$ cat src/design/rsg_pkg.sv
package rsg_pkg;

    localparam int MAX_ECC_DEF = 32;
    localparam int ECC_W       = 6;
    localparam int SYM_W       = 8;

    // x^8 = x^4 + x^3 + x^2 + 1 for field polynomial 0x11D
    localparam logic [SYM_W-1:0] GF_REDUCE = 8'h1D;
    localparam logic [SYM_W-1:0] GF_ONE    = 8'h01;

    typedef struct packed {
        logic clr;        // zero the carried coefficient
        logic shift;      // carried coefficient takes the current read
        logic rd_live;    // read data register holds a read from the last cycle
        logic root_load;  // root = alpha^0
        logic root_adv;   // root = root * alpha
    } mac_ctl_t;

    function automatic logic [SYM_W-1:0] gf_times2(input logic [SYM_W-1:0] a);
        logic [SYM_W-1:0] sh;
        sh = {a[SYM_W-2:0], 1'b0};
        return a[SYM_W-1] ? (sh ^ GF_REDUCE) : sh;
    endfunction

    function automatic logic [SYM_W-1:0] gf_mul(input logic [SYM_W-1:0] a,
                                                 input logic [SYM_W-1:0] b);
        logic [SYM_W-1:0] acc;
        logic [SYM_W-1:0] aa;
        acc = '0;
        aa  = a;
        for (int bit_i = 0; bit_i < SYM_W; bit_i++)
        begin
            if (b[bit_i])
            begin
                acc = acc ^ aa;
            end
            aa = gf_times2(aa);
        end
        return acc;
    endfunction

endpackage

$ cat src/design/rsg_coef_mem.sv
module rsg_coef_mem #(
    parameter int DEPTH = rsg_pkg::MAX_ECC_DEF + 1,
    parameter int AW    = $clog2(DEPTH)
) (
    input  logic                       clk,
    input  logic                       wr_en,
    input  logic [AW-1:0]              wr_addr,
    input  logic [rsg_pkg::SYM_W-1:0]  wr_data,
    input  logic                       rd_en,
    input  logic [AW-1:0]              rd_addr,
    output logic [rsg_pkg::SYM_W-1:0]  rd_data
);

    logic [rsg_pkg::SYM_W-1:0] mem [DEPTH];
    logic [rsg_pkg::SYM_W-1:0] rd_data_reg;

    always_ff @(posedge clk)
    begin
        if (wr_en)
        begin
            mem[wr_addr] <= wr_data;
        end
    end

    always_ff @(posedge clk)
    begin
        if (rd_en)
        begin
            rd_data_reg <= mem[rd_addr];
        end
    end

    assign rd_data = rd_data_reg;

endmodule

$ cat src/design/rsg_mac.sv
module rsg_mac (
    input  logic                       clk,
    input  logic                       rst_n,
    input  rsg_pkg::mac_ctl_t          ctl,
    input  logic [rsg_pkg::SYM_W-1:0]  rd_data,
    output logic [rsg_pkg::SYM_W-1:0]  wr_data
);

    logic [rsg_pkg::SYM_W-1:0] root_reg;
    logic [rsg_pkg::SYM_W-1:0] prev_reg;
    logic [rsg_pkg::SYM_W-1:0] cur;

    // below the lowest entry the old polynomial reads as zero
    assign cur     = ctl.rd_live ? rd_data : '0;
    assign wr_data = cur ^ rsg_pkg::gf_mul(root_reg, prev_reg);

    always_ff @(posedge clk or negedge rst_n)
    begin
        if (!rst_n)
        begin
            root_reg <= rsg_pkg::GF_ONE;
        end
        else if (ctl.root_load)
        begin
            root_reg <= rsg_pkg::GF_ONE;
        end
        else if (ctl.root_adv)
        begin
            root_reg <= rsg_pkg::gf_times2(root_reg);
        end
    end

    always_ff @(posedge clk)
    begin
        if (ctl.clr)
        begin
            prev_reg <= '0;
        end
        else if (ctl.shift)
        begin
            prev_reg <= cur;
        end
    end

endmodule

$ cat src/design/rs_generator_polynomial.sv
// Busy from start until the last coefficient is read out (n = ecc_count, capped at MAX_ECC).
// Each multiply pass sweeps the coefficient memory, one read-multiply-write per cycle through
// the single memory port pair. After the first strobe, results follow every cycle.
// The receiver cannot stall; a new start is taken during the final result cycle.
// rst_n clears control state asynchronously; the coefficient memory is not cleared.
module rs_generator_polynomial #(
    parameter int MAX_ECC = rsg_pkg::MAX_ECC_DEF
) (
    input  logic                        clk,
    input  logic                        rst_n,
    input  logic                        start,
    output logic                        busy,
    input  logic [rsg_pkg::ECC_W-1:0]   ecc_count,
    output logic                        strobe,
    output logic [rsg_pkg::ECC_W-1:0]   degree,
    output logic [rsg_pkg::SYM_W-1:0]   coeff_value,
    output logic                        last
);

    localparam int ECC_W = rsg_pkg::ECC_W;
    localparam int SYM_W = rsg_pkg::SYM_W;
    localparam int DEPTH = MAX_ECC + 1;
    localparam int AW    = (DEPTH > 1) ? $clog2(DEPTH) : 1;
    localparam int CW    = $clog2(MAX_ECC + 2);

    localparam logic [1:0] ST_IDLE  = 2'd0;
    localparam logic [1:0] ST_INIT  = 2'd1;
    localparam logic [1:0] ST_BUILD = 2'd2;
    localparam logic [1:0] ST_EMIT  = 2'd3;

    logic [1:0]     state_reg,   state_next;
    logic [AW-1:0]  n_reg,       n_next;
    logic [CW-1:0]  iter_reg,    iter_next;
    logic [CW-1:0]  step_reg,    step_next;
    logic [AW-1:0]  emit_reg,    emit_next;
    logic           rd_live_reg;
    logic           out_valid_reg, out_valid_next;
    logic [AW-1:0]  degree_reg,  degree_next;
    logic           last_reg,    last_next;

    logic             mem_wr_en;
    logic [AW-1:0]    mem_wr_addr;
    logic [SYM_W-1:0] mem_wr_data;
    logic             mem_rd_en;
    logic [AW-1:0]    mem_rd_addr;
    logic [SYM_W-1:0] mem_rd_data;
    logic [SYM_W-1:0] mac_out;
    rsg_pkg::mac_ctl_t mac_ctl;

    logic [CW-1:0]  rd_off;
    logic [CW-1:0]  wr_off;
    logic           iter_done;
    logic           last_iter;

    assign rd_off    = iter_reg - step_reg;
    assign wr_off    = iter_reg + CW'(2) - step_reg;
    assign iter_done = (step_reg == iter_reg + CW'(2));
    assign last_iter = (iter_reg + CW'(1) == CW'(n_reg));

    always_comb
    begin
        state_next     = state_reg;
        n_next         = n_reg;
        iter_next      = iter_reg;
        step_next      = step_reg;
        emit_next      = emit_reg;
        out_valid_next = 1'b0;
        degree_next    = degree_reg;
        last_next      = last_reg;
        mem_wr_en      = 1'b0;
        mem_wr_addr    = wr_off[AW-1:0];
        mem_wr_data    = mac_out;
        mem_rd_en      = 1'b0;
        mem_rd_addr    = rd_off[AW-1:0];
        mac_ctl        = '0;
        mac_ctl.rd_live = rd_live_reg;

        unique case (state_reg)
            ST_IDLE:
            begin
                if (start)
                begin
                    if (ecc_count > ECC_W'(MAX_ECC))
                    begin
                        n_next = AW'(MAX_ECC);
                    end
                    else
                    begin
                        n_next = ecc_count[AW-1:0];
                    end
                    mac_ctl.root_load = 1'b1;
                    state_next        = ST_INIT;
                end
            end
            ST_INIT:
            begin
                // polynomial starts as the constant 1
                mem_wr_en   = 1'b1;
                mem_wr_addr = '0;
                mem_wr_data = rsg_pkg::GF_ONE;
                iter_next   = '0;
                step_next   = '0;
                emit_next   = n_reg;
                state_next  = (n_reg == '0) ? ST_EMIT : ST_BUILD;
            end
            ST_BUILD:
            begin
                // read old[i-c], write new[i+2-c] = old[i+1-c] ^ root*old[i+2-c]
                mem_rd_en     = (step_reg <= iter_reg);
                mem_wr_en     = (step_reg != '0);
                mac_ctl.clr   = (step_reg == '0);
                mac_ctl.shift = (step_reg != '0);
                if (iter_done)
                begin
                    mac_ctl.root_adv = 1'b1;
                    step_next        = '0;
                    iter_next        = iter_reg + CW'(1);
                    if (last_iter)
                    begin
                        state_next = ST_EMIT;
                    end
                end
                else
                begin
                    step_next = step_reg + CW'(1);
                end
            end
            ST_EMIT:
            begin
                mem_rd_en      = 1'b1;
                mem_rd_addr    = emit_reg;
                out_valid_next = 1'b1;
                degree_next    = emit_reg;
                last_next      = (emit_reg == '0);
                if (emit_reg == '0)
                begin
                    state_next = ST_IDLE;
                end
                else
                begin
                    emit_next = emit_reg - AW'(1);
                end
            end
            default:
            begin
                state_next = ST_IDLE;
            end
        endcase
    end

    always_ff @(posedge clk or negedge rst_n)
    begin
        if (!rst_n)
        begin
            state_reg     <= ST_IDLE;
            iter_reg      <= '0;
            step_reg      <= '0;
            emit_reg      <= '0;
            rd_live_reg   <= 1'b0;
            out_valid_reg <= 1'b0;
        end
        else
        begin
            state_reg     <= state_next;
            iter_reg      <= iter_next;
            step_reg      <= step_next;
            emit_reg      <= emit_next;
            rd_live_reg   <= mem_rd_en;
            out_valid_reg <= out_valid_next;
        end
    end

    always_ff @(posedge clk)
    begin
        n_reg      <= n_next;
        degree_reg <= degree_next;
        last_reg   <= last_next;
    end

    rsg_coef_mem #(
        .DEPTH (DEPTH),
        .AW    (AW)
    ) u_mem (
        .clk     (clk),
        .wr_en   (mem_wr_en),
        .wr_addr (mem_wr_addr),
        .wr_data (mem_wr_data),
        .rd_en   (mem_rd_en),
        .rd_addr (mem_rd_addr),
        .rd_data (mem_rd_data)
    );

    rsg_mac u_mac (
        .clk     (clk),
        .rst_n   (rst_n),
        .ctl     (mac_ctl),
        .rd_data (mem_rd_data),
        .wr_data (mac_out)
    );

    assign busy        = (state_reg != ST_IDLE);
    assign strobe      = out_valid_reg;
    assign degree      = ECC_W'(degree_reg);
    assign coeff_value = mem_rd_data;
    assign last        = last_reg;

endmodule

$ cat config.mk
export PLATFORM = sky130hd
export DESIGN_NAME = rs_generator_polynomial
export DESIGN_NICKNAME = d
export VERILOG_FILES = /design/src/design/rsg_pkg.sv /design/src/design/rsg_coef_mem.sv /design/src/design/rsg_mac.sv /design/src/design/rs_generator_polynomial.sv
export SDC_FILE = /design/constraint.sdc
export NUM_CORES = 1
export LEC_CHECK = 0
export ABC_AREA = 1
export CORE_UTILIZATION = 60
export CTS_CLUSTER_DIAMETER = 60
export DETAILED_ROUTE_END_ITERATION = 8
export DONT_BUFFER_PORTS = 1
export GPL_ROUTABILITY_DRIVEN = 0
export PLACE_DENSITY = 0.82
export SYNTH_ARGS = -nofsm -noshare
export SYNTH_HDL_FRONTEND = slang
export SYNTH_SLANG_ARGS = --single-unit
$ cat constraint.sdc
create_clock -name clk -period 5.61 [get_ports clk]
set_clock_uncertainty 0.2 [all_clocks]
set_input_delay 1.122 -clock clk [delete_from_list [all_inputs] [get_ports clk]]
set_output_delay 1.122 -clock clk [all_outputs]
set_load 0.05 [all_outputs]
# [After elaboration in Yosys (flattened, before gate mapping)]
# Memories as Yosys holds them, arrays and structs flattened. A register that Yosys moved wholly into a read port is not among the register bits.
# Cells that the tools add are included.
[totals] regBits=51 ram_bits=264 input_bits=9 output_inout_bits=17 wordCells=101 mem_count=1
[memory_table] name="u_mem.mem" words=33 word_bits=8 rd=1 rd_ports_with_merged_regs=1 write_ports=1 line="rsg_coef_mem.sv:14" source="logic [rsg_pkg::SYM_W-1:0] mem [DEPTH];"
[classes] add_sub_neg=6 magnitude_cmp=2 n_eq_ne=10 mux=43 bitwise=15 reduce_logical=13
[op_table] op="two-way mux 8 bit" n=12
[op_table] op="XOR 8 bit" n=8
[op_table] op="one-hot mux 6 bit (2 select lines)" n=3
[op_table] op="two-way mux 5 bit" n=7
[op_table] op="two-way mux 6 bit" n=5
[op_table] op="inverter 4 bit" n=7
[op_table] op="logical NOT 6 bit" n=3
[op_table] op="adder 6 x 1 -> 6 bit (second input constant)" n=2
[op_table] op="== test 6 bit" n=2
[op_table] op="subtractor 6 bit" n=2
[op_table] op="two-way mux 2 bit" n=5
[op_table] op="!= test 2 bit (second input constant)" n=5
[op_table] op="two-way mux 1 bit" n=8
[op_table] op="one-hot mux 2 bit (4 select lines)" n=1
[op_table] op="nonzero test 2 bit" n=4
[op_table] op="adder 6 x 2 -> 6 bit (second input constant)" n=1
[op_table] op="greater-than comparator 6 bit (second input constant)" n=1
[op_table] op="<= comparator 6 bit" n=1
[op_table] op="AND reduction 2 bit" n=3
[op_table] op="nonzero test 6 bit" n=1
[op_table] op="subtractor 6 x 1 -> 6 bit (second input constant)" n=1
[op_table] op="== test 2 bit (second input constant)" n=2
[op_table] op="one-hot mux 1 bit (2 select lines)" n=2
[op_table] op="AND reduction 4 bit" n=1
[op_table] op="other kinds (2)" n=2

# [Depth between registers and ports, before layout]
# Gate-level depths: netlist of run 1.
[logic_depth] ltp_word=18 depth_mapped=19

# [Hierarchy]
# From an unflattened synthesis of run 1, not the netlist that was laid out.
[hier_totals] cells_unflattened=1657 area_unflattened_um2=15954.1
[modules_own_cells] module="rsg_coef_mem" n_inst=1 cells_per_inst=937 area_per_inst_um2=11158.2 seq_area_each_um2=8167.8
[modules_own_cells] module="rs_generator_polynomial" n_inst=1 cells_per_inst=326 area_per_inst_um2=2521.2 seq_area_each_um2=940.9
[modules_own_cells] module="rsg_mac" n_inst=1 cells_per_inst=394 area_per_inst_um2=2274.7 seq_area_each_um2=361.6

# [Worst setup path before layout of run 1]
# Ideal clock, no wire load.
[synth_path] path_kind="reg2reg" startpoint="register iter_reg[1]" endpoint="memory u_mem.mem[16][0] (netlist bit), enable pin" setup_ns=0.370 arrival_time_ns=2.355 t_required_ns=5.040 path_slack_ns=2.685 path_stages_with_launch=14 n_path_buf=0 period_less_slack_ns=2.925 cell_sequence="dfrtp_1 ha_1 ha_1 a21oi_1 nor2_1 nor2_1 nor2_1 nor2_1 nand2_1 nand2_1 nor2_1 inv_1 nand3_1 nor2_1"
[synth_via] elab_chain_len=3
[synth_lines] element="start, declared" line="rs_generator_polynomial.sv:33" source="logic [CW-1:0] iter_reg, iter_next;"
[synth_lines] element="start signal, assigned" line="rs_generator_polynomial.sv:165" source="iter_reg <= iter_next;"
[synth_lines] element="adder 6 x 2 -> 6 bit" line="rs_generator_polynomial.sv:56" source="assign wr_off = iter_reg + CW'(2) - step_reg;"
[synth_lines] element="subtractor 6 bit" line="rs_generator_polynomial.sv:56"
[synth_lines] element="two-way mux 6 bit" line="rs_generator_polynomial.sv:78" source="unique case (state_reg)"
[synth_lines] element="end, declared" line="rsg_coef_mem.sv:14"
# Every way passes these cells.

# [Final worst setup path of run 1]
[layout_path] startpoint="register state_reg[0]" endpoint="register u_mem.rd_data_reg (netlist bit u_mem.rd_data[3]) (read register of u_mem.mem), data pin"
[layout_via] elab_chain_len=2
[layout_lines] element="start, declared" line="rs_generator_polynomial.sv:31" source="logic [1:0] state_reg, state_next;"
[layout_lines] element="start signal, assigned" line="rs_generator_polynomial.sv:164" source="state_reg <= state_next;"
[layout_lines] element="== test 2 bit" line="rs_generator_polynomial.sv:78"
[layout_lines] element="one-hot mux 1 bit (2 select lines) or two-way mux 6 bit (tied branches)" line="rs_generator_polynomial.sv:78"
[layout_lines] element="end, declared" line="rsg_coef_mem.sv:15" source="logic [rsg_pkg::SYM_W-1:0] rd_data_reg;"
# Parallel ways exist; a longest one is shown, timed or not.
# A chain may end at the register's enable or synchronous reset.

==> results.md, run 1 <==
* Via Count at 11,801
* Worst slew pin tran at 1.270 ns
* Initial DRC Count at 1,828
* CP startpoint: state_reg[0]$_DFFE_PN0P_
* Post-CTS Setup Bufs at 0
* Overall Power at 10.81 mW
* Die Area at 27,070 sq um
* Initial antenna violation count at 0
* Final WL at 38.82 mm
* RSZ-0062 raised after global routing: no
* CTS clk-pin slew, worst paths at 0.06 ns
* Setup CP Type: reg -> reg
* Worst-case clock buffer depth at 3
* Die span in x at 164.5 um
* Fin crit period at 4.200 ns
* Internal power at 5.859 mW
* Worst hold-check path type: in -> async
* Crit Path Max Fanout at 72
* H-Tree Depth at 2
* Critical-path cell list: ha_1, inv_2, nand2_2, nand2_4, buf_4, a21oi_1, o21ai_0, o21ai_1, nand2_1, nand3_1, nand3_1, nand2_1, nand2_1, nand2_1
* Crit path depth at 14
* Port bufs at 0
* Dpl cells at 1,853
* Final hold vios at 0
* Slowest cell on the critical path: ha_1
* Layout net count at 1,586
* CP delay by family, top: simple AND/OR/NAND/NOR gates
* Post-Syn Area at 15,850 sq um
* CTS Buf Count at 34
* Max Slew Vio Count at 0
* Mapped Avg Cell Area at 10.04 sq um
* Sw power at 4.949 mW
* Crit end category: register
* CP max stage delay at 0.96 ns
* Sw Share at 0.4579
* Root Buffer: clkbuf_16
* Synthesized instance count at 1,579
* I/O pins at 26
* Most used cell, CP: nand2_1
* Diodes inserted at 0
* Final ANT Viol Nets at 0
* Fmax at 238.1 MHz
* Leak at 6.487 nW
* DIE HEIGHT at 164.5 um
* Period utilization at 0.7487
* Setup TNS Final at 0 ns
* FF+latch count, synth at 323
* Vias in the first global route at 11,022
* Initial DRT Pass Iterations at 9
* Status: complete, no violations
* Syn-to-layout area delta at 7.697%
* Clk sinks at 323
* Synthesized Nets at 1,611
* Final setup viols at 0
* Seq/Total Area, Yosys at 0.5975
* Combinational group share of total power at 0.454
* Max FFs per register at 264
* Hold WS at 0.09591 ns
* First-pass GRT wire length at 60.29 mm
* Ys async rst share at 0.09288
* Max-Cap Viols at 0
* Row count at 59
* Largest net degree at the start of global routing at 129
* Crit path buf inv count at 2
* Grt total ovfl at 0
* Core Box Area at 25,980 sq um
* CTS tree: done
* Critical Path AT at 4.39 ns
* Cell variety after synth at 48
* Most flops, register: u_mem.mem
* Seq pwr share at 0.338
* Largest cells by area after synthesis: edfxtp_1 54%, nand2_1 6.7%, o21ai_0 4.7%
* Clk_lat worst skew at 0.52 ns
* Post-synth top area cell: edfxtp_1
* Peak supply drop at 0.5035 mV
* HPWL Detailed at 23.92 mm
* DRC violations left at 0
* DR vias/cell at 6.169
* Power Density at 633.2 nW/um^2
* EDFF count, synth at 285
* Area share of the largest cell type after synthesis at 0.5400
* R2R depth at 14
* Non-filler cells in the finished layout at 1,913
* Post-layout util at 0.6569
* Slew HR at 0.1510
* Synth warn at 0
* GR Util All Layers at 0.2935
* RR Startpoint: state_reg[0]$_DFFE_PN0P_
* Routed len/inst at 20.29 um
* WP data required at 5.80 ns
* PostCTS Resize Cnt at 0
* Clock power share at 0.208
* Initial Util at 0.6099
* Layout cell share with drive strength beyond 1 at 0.09062
* Crit start category: register
* Hold buffer count at CTS at 0
* Synth Flop Type: edfxtp_1
[per-layer routing]
metal / track usage / part of all wire / vias to the layer above
li1: - / - / 5367
met1: 0.3902 / 0.37 / 5542
met2: 0.4796 / 0.48 / 777
met3: 0.05676 / 0.11 / 115
met4: 0.1093 / 0.032 / 0
met5: 0 / 0 / -
[kinds of logic (layout without fill, tap and decap cells)]
kind of cell    after synthesis  after routing  share of synthesized area
simple gates                545            545                     0.1534
fa+ha+maj                    23             23                    0.01910
compound gates              396            396                     0.1285
flops                       323            323                     0.5975
buf+inv                     234            233                    0.06655
xor+xnor                     58             58                    0.03489
[path summary, 6_finish.rpt]
| path | end | slack [ns] |
|---|---|---|
| worst max register to register | u_mem.rd_data[3]$_DFFE_PP_ | 1.41 |
| worst min register to register | degree[0]$_DFFE_PP_ | 0.24 |
| worst max-delay path | u_mem.rd_data[3]$_DFFE_PP_ | 1.41 |
| worst min-delay path | state_reg[0]$_DFFE_PN0P_ | 0.1 |
| max in group asynchronous | u_mac.root_reg[0]$_DFFE_PN1P_ | 4.93 |
| min in group clk | degree[0]$_DFFE_PP_ | 0.24 |
[power by group through the flow]
stage,logic [mW],registers [mW],clock network (mW)
floorplan,3.48,3.59,0
global route,5.33,3.67,2.35
detailed placement,4.66,3.70,0
global placement,4.50,3.69,0
finish,4.90,3.66,2.24
CTS,4.74,3.65,2.25
[cell usage after synthesis, types with 2 or more instances]
| cell | instances |
|---|---|
| xor2_1 | 36 |
| buf_6 | 11 |
| nand2_1 | 282 |
| nand2_4 | 9 |
| buf_1 | 2 |
| ha_1 | 21 |
| nand2_2 | 22 |
| xor2_2 | 2 |
| dfrtp_1 | 29 |
| clkbuf_1 | 11 |
| fa_1 | 2 |
| o21ai_2 | 4 |
| dfxtp_1 | 8 |
| nand3_1 | 103 |
| o21ai_0 | 150 |
| buf_2 | 34 |
| edfxtp_1 | 285 |
| or2_1 | 2 |
| a21oi_2 | 2 |
| xnor2_1 | 16 |
| o22ai_1 | 8 |
| a22oi_1 | 2 |
| nand4_1 | 8 |
| nor2_2 | 4 |
| inv_1 | 147 |
| nand3_2 | 8 |
| inv_2 | 11 |
| a21oi_1 | 145 |
| xnor2_2 | 4 |
| o21ai_1 | 79 |
| buf_4 | 11 |
| nor2_1 | 93 |
| clkbuf_2 | 5 |
| nand3b_1 | 4 |
| nor3_1 | 6 |
[cells in the final DEF, fill, tap and decap left out, types with 2 or more instances in the layout]
master,n
clkbuf_16,35
nand3b_1,4
nor3_1,6
edfxtp_1,285
dfxtp_1,8
xnor2_1,16
ha_1,21
nand4_1,8
dfrtp_1,29
a22oi_1,2
xor2_2,2
clkbuf_1,2
or2_1,2
nand2_2,22
clkinv_2,8
nand2_4,10
clkinvlp_4,2
o22ai_1,8
a21oi_2,2
nand2_1,281
bufinv_16,3
xor2_1,36
inv_2,11
fa_1,2
nand3_2,8
nor2_2,9
buf_4,12
clkinv_1,6
o21ai_0,150
o21ai_1,79
a21oi_1,145
inv_1,147
o21ai_2,3
nor2_1,88
xnor2_2,4
nand3_1,103
[through the flow]
| stage | cell area, sq um | worst slack, ns |
|---|---|---|
| floorplan | 15850 | 2.685 |
| finish | 17070 | 1.410 |
| detailed placement | 15960 | 1.606 |
| CTS | 17070 | 1.584 |
| global route | 17070 | 1.146 |
| global placement | 15960 | 1.704 |
[layout make-up]
type	count	area, sq um
tap	335	419.2
timing repair buffer	13	110.1
clock inverter	22	216.5
fill	1916	8916
multi-input combinational	1022	5351
clock buffer	38	897.1
sequential	323	9470
inverter	160	604.3
(Power assumes the default switching activity.)
==> inputs of run 2 (changes only) <==
==> constraint.sdc (replaced) <==
create_clock -name clk -period 4.31 [get_ports clk]
set_clock_uncertainty 0.2 [all_clocks]
set_input_delay 0.862 -clock clk [delete_from_list [all_inputs] [get_ports clk]]
set_output_delay 0.862 -clock clk [all_outputs]
set_load 0.05 [all_outputs]
==> results.md, run 2 (synthesized netlist as in run 1, its figures left out) <==
* First-pass GRT wire length at 57.51 mm (was 60.29 mm)
* Crit start category: register (unchanged)
* Die span in x at 164.5 um (unchanged)
* Worst hold-check path type: in -> reg (was in -> async)
* Post-CTS Setup Bufs at 0 (unchanged)
* CTS clk-pin slew, worst paths at 0.06 ns (about the same)
* CP delay by family, top: simple AND/OR/NAND/NOR gates (unchanged)
* Core Box Area at 25,980 sq um (unchanged)
* RSZ-0062 raised after global routing: no (unchanged)
* Period utilization at 0.8315 (was 0.7487)
* Power Density at 818.4 nW/um^2 (was 633.2 nW/um^2)
* Leading cell type in the layout, fill and taps excluded: edfxtp_1 (unchanged)
* Fmax at 279.0 MHz (was 238.1 MHz)
* Final ANT Viol Nets at 0 (unchanged)
* Non-filler cells in the finished layout at 1,919 (was 1,913)
* Worst slew pin tran at 0.9716 ns (was 1.270 ns)
* Slowest cell on the critical path: nor2_1 (was ha_1)
* Leak at 6.493 nW (was 6.487 nW)
* HPWL Detailed at 23.50 mm (was 23.92 mm)
* Hold WS at 0.2361 ns (was 0.09591 ns)
* Vias in the first global route at 11,024 (was 11,022)
* Layout cell share with drive strength beyond 1 at 0.09091 (was 0.09062)
* Grt total ovfl at 0 (unchanged)
* Most used cell, CP: nor2_1 (was nand2_1)
* CP max stage delay at 0.68 ns (was 0.96 ns)
* Final hold vios at 0 (unchanged)
* Most flops, register: u_mem.mem (unchanged)
* Highest-count cells in the layout ignoring fill and taps: 285 x edfxtp_1, 281 x nand2_1, 150 x o21ai_0 (unchanged)
* Peak supply drop at 0.4847 mV (was 0.5035 mV)
* Initial antenna violation count at 0 (unchanged)
* WP data required at 4.27 ns (was 5.80 ns)
* PostCTS Resize Cnt at 0 (unchanged)
* DRC violations left at 0 (unchanged)
* Dpl cells at 1,857 (was 1,853)
* Setup CP Type: reg -> reg (unchanged)
* # fillers at 1,908 (was 1,916)
* Clk sinks at 323 (unchanged)
* Max-Cap Viols at 0 (unchanged)
* Initial Util at 0.6099 (unchanged)
* Initial DRC Count at 1,579 (was 1,828)
* Hold buffer count at CTS at 2 (was 0)
* H-Tree Depth at 2 (unchanged)
* CTS Buf Count at 34 (unchanged)
* Largest net degree at the start of global routing at 129 (unchanged)
* Fin crit period at 3.584 ns (was 4.200 ns)
* Initial DRT Pass Iterations at 6 (was 9)
* Root Buffer: clkbuf_16 (unchanged)
* Syn-to-layout area delta at 7.800% (was 7.697%)
* Clk_lat worst skew at 0.52 ns (about the same)
* I/O pins at 26 (unchanged)
* Post-layout util at 0.6575 (was 0.6569)
* Port bufs at 0 (unchanged)
* Final setup viols at 0 (unchanged)
* Crit Path Max Fanout at 8 (was 72)
* Worst-case clock buffer depth at 3 (unchanged)
* GR Util All Layers at 0.2811 (was 0.2935)
* Row count at 59 (unchanged)
* Max Slew Vio Count at 0 (unchanged)
* DR vias/cell at 6.088 (was 6.169)
* CTS tree: done (unchanged)
* Diodes inserted at 0 (unchanged)
* Crit path buf inv count at 1 (was 2)
* Setup TNS Final at 0 ns (unchanged)
* Die Area at 27,070 sq um (unchanged)
* Max FFs per register at 264 (unchanged)
* Crit end category: register (unchanged)
* Status: complete, no violations (unchanged)
* Via Count at 11,683 (was 11,801)
* Slew HR at 0.3515 (was 0.1510)
* Layout net count at 1,592 (was 1,586)
* Critical Path AT at 3.54 ns (was 4.39 ns)
* DIE HEIGHT at 164.5 um (unchanged)
* Critical-path cell list: ha_1, ha_1, a21oi_1, nor2_1, nor2_1, nor2_1, nor2_1, nand2_1, nand2_1, nor2_1, inv_1, nand3_1, nor2_1 (was ha_1, inv_2, nand2_2, nand2_4, buf_4, a21oi_1, o21ai_0, o21ai_1, nand2_1, nand3_1, nand3_1, nand2_1, nand2_1, nand2_1)
* Final WL at 37.33 mm (was 38.82 mm)
* Routed len/inst at 19.45 um (was 20.29 um)
[run 2: cell count changes in the layout (fill, tap and decap cells not counted)]
cell and change:
inv_16 -1, buf_12 +2, clkinv_8 +1, inv_6 -1
bufinv_16 -2, inv_8 +1, dlygate4sd3_1 +1, clkinv_2 -2
buf_4 +3, clkbuf_1 +4
[run 2: where the power goes]
part,switching [mW],total (mW),internal [mW]
sequential,0.442,4.73,4.29
combinational,4.81,6.50,1.69
clock,1.17,2.75,1.58
total,6.42,14.0,7.56
[run 2: per-stage QoR]
stage	instance area [sq um]	setup slack, ns	total power [mW]
finish	17090	0.7264	13.98
global route	17090	0.5033	14.73
CTS	17090	0.7780	13.85
detailed placement	16000	0.8093	11.02
global placement	16000	0.8266	10.88
floorplan	15850	1.385	9.211
[run 2: worst paths after layout]
check,from,to,slack (ns),cells past startpoint
setup / recovery,iter_reg[1]$_DFFE_PN0P_,u_mem.mem[11][4]$_DFFE_PP_,0.73,13
hold / removal,ecc_count[5],n_reg[5]$_SDFFCE_PN1P_,0.24,0
setup reg to reg,iter_reg[1]$_DFFE_PN0P_,u_mem.mem[11][4]$_DFFE_PP_,0.73,13
hold reg to reg,emit_reg[0]$_DFFE_PN0P_,degree[0]$_DFFE_PP_,0.26,0
max in group asynchronous,rst_n,u_mac.root_reg[0]$_DFFE_PN1P_,3.08,2
min in group asynchronous,rst_n,emit_reg[5]$_DFFE_PN0P_,0.59,2
[run 2: final cells by class]
cell class / instances / area (sq um) / area share
Multi-Input combinational cell: 1022 / 5351 / 0.3132
Clock buffer: 42 / 912.1 / 0.05339
Inverter: 160 / 604.3 / 0.03537
Clock inverter: 18 / 145.1 / 0.008495
Sequential cell: 323 / 9470 / 0.5543
Timing Repair Buffer: 19 / 182.7 / 0.01069
Tap cell: 335 / 419.2 / 0.02453
[run 2: routing by layer]
layer  wire [um]  global-route usage
met1       14290              0.3744
met2       17480              0.4494
met3        4053             0.05374
met4        1503              0.1259
met5           0                   0
[run 2: worst register-to-register path, delay by kind of cell, from the launching register on]
| family | cells | cell delay (ns) |
|---|---|---|
| simple gates | 9 | 1.59 |
| fa+ha+maj | 2 | 0.67 |
| flops | 1 | 0.46 |
| compound gates | 1 | 0.21 |
| buf+inv | 1 | 0.11 |
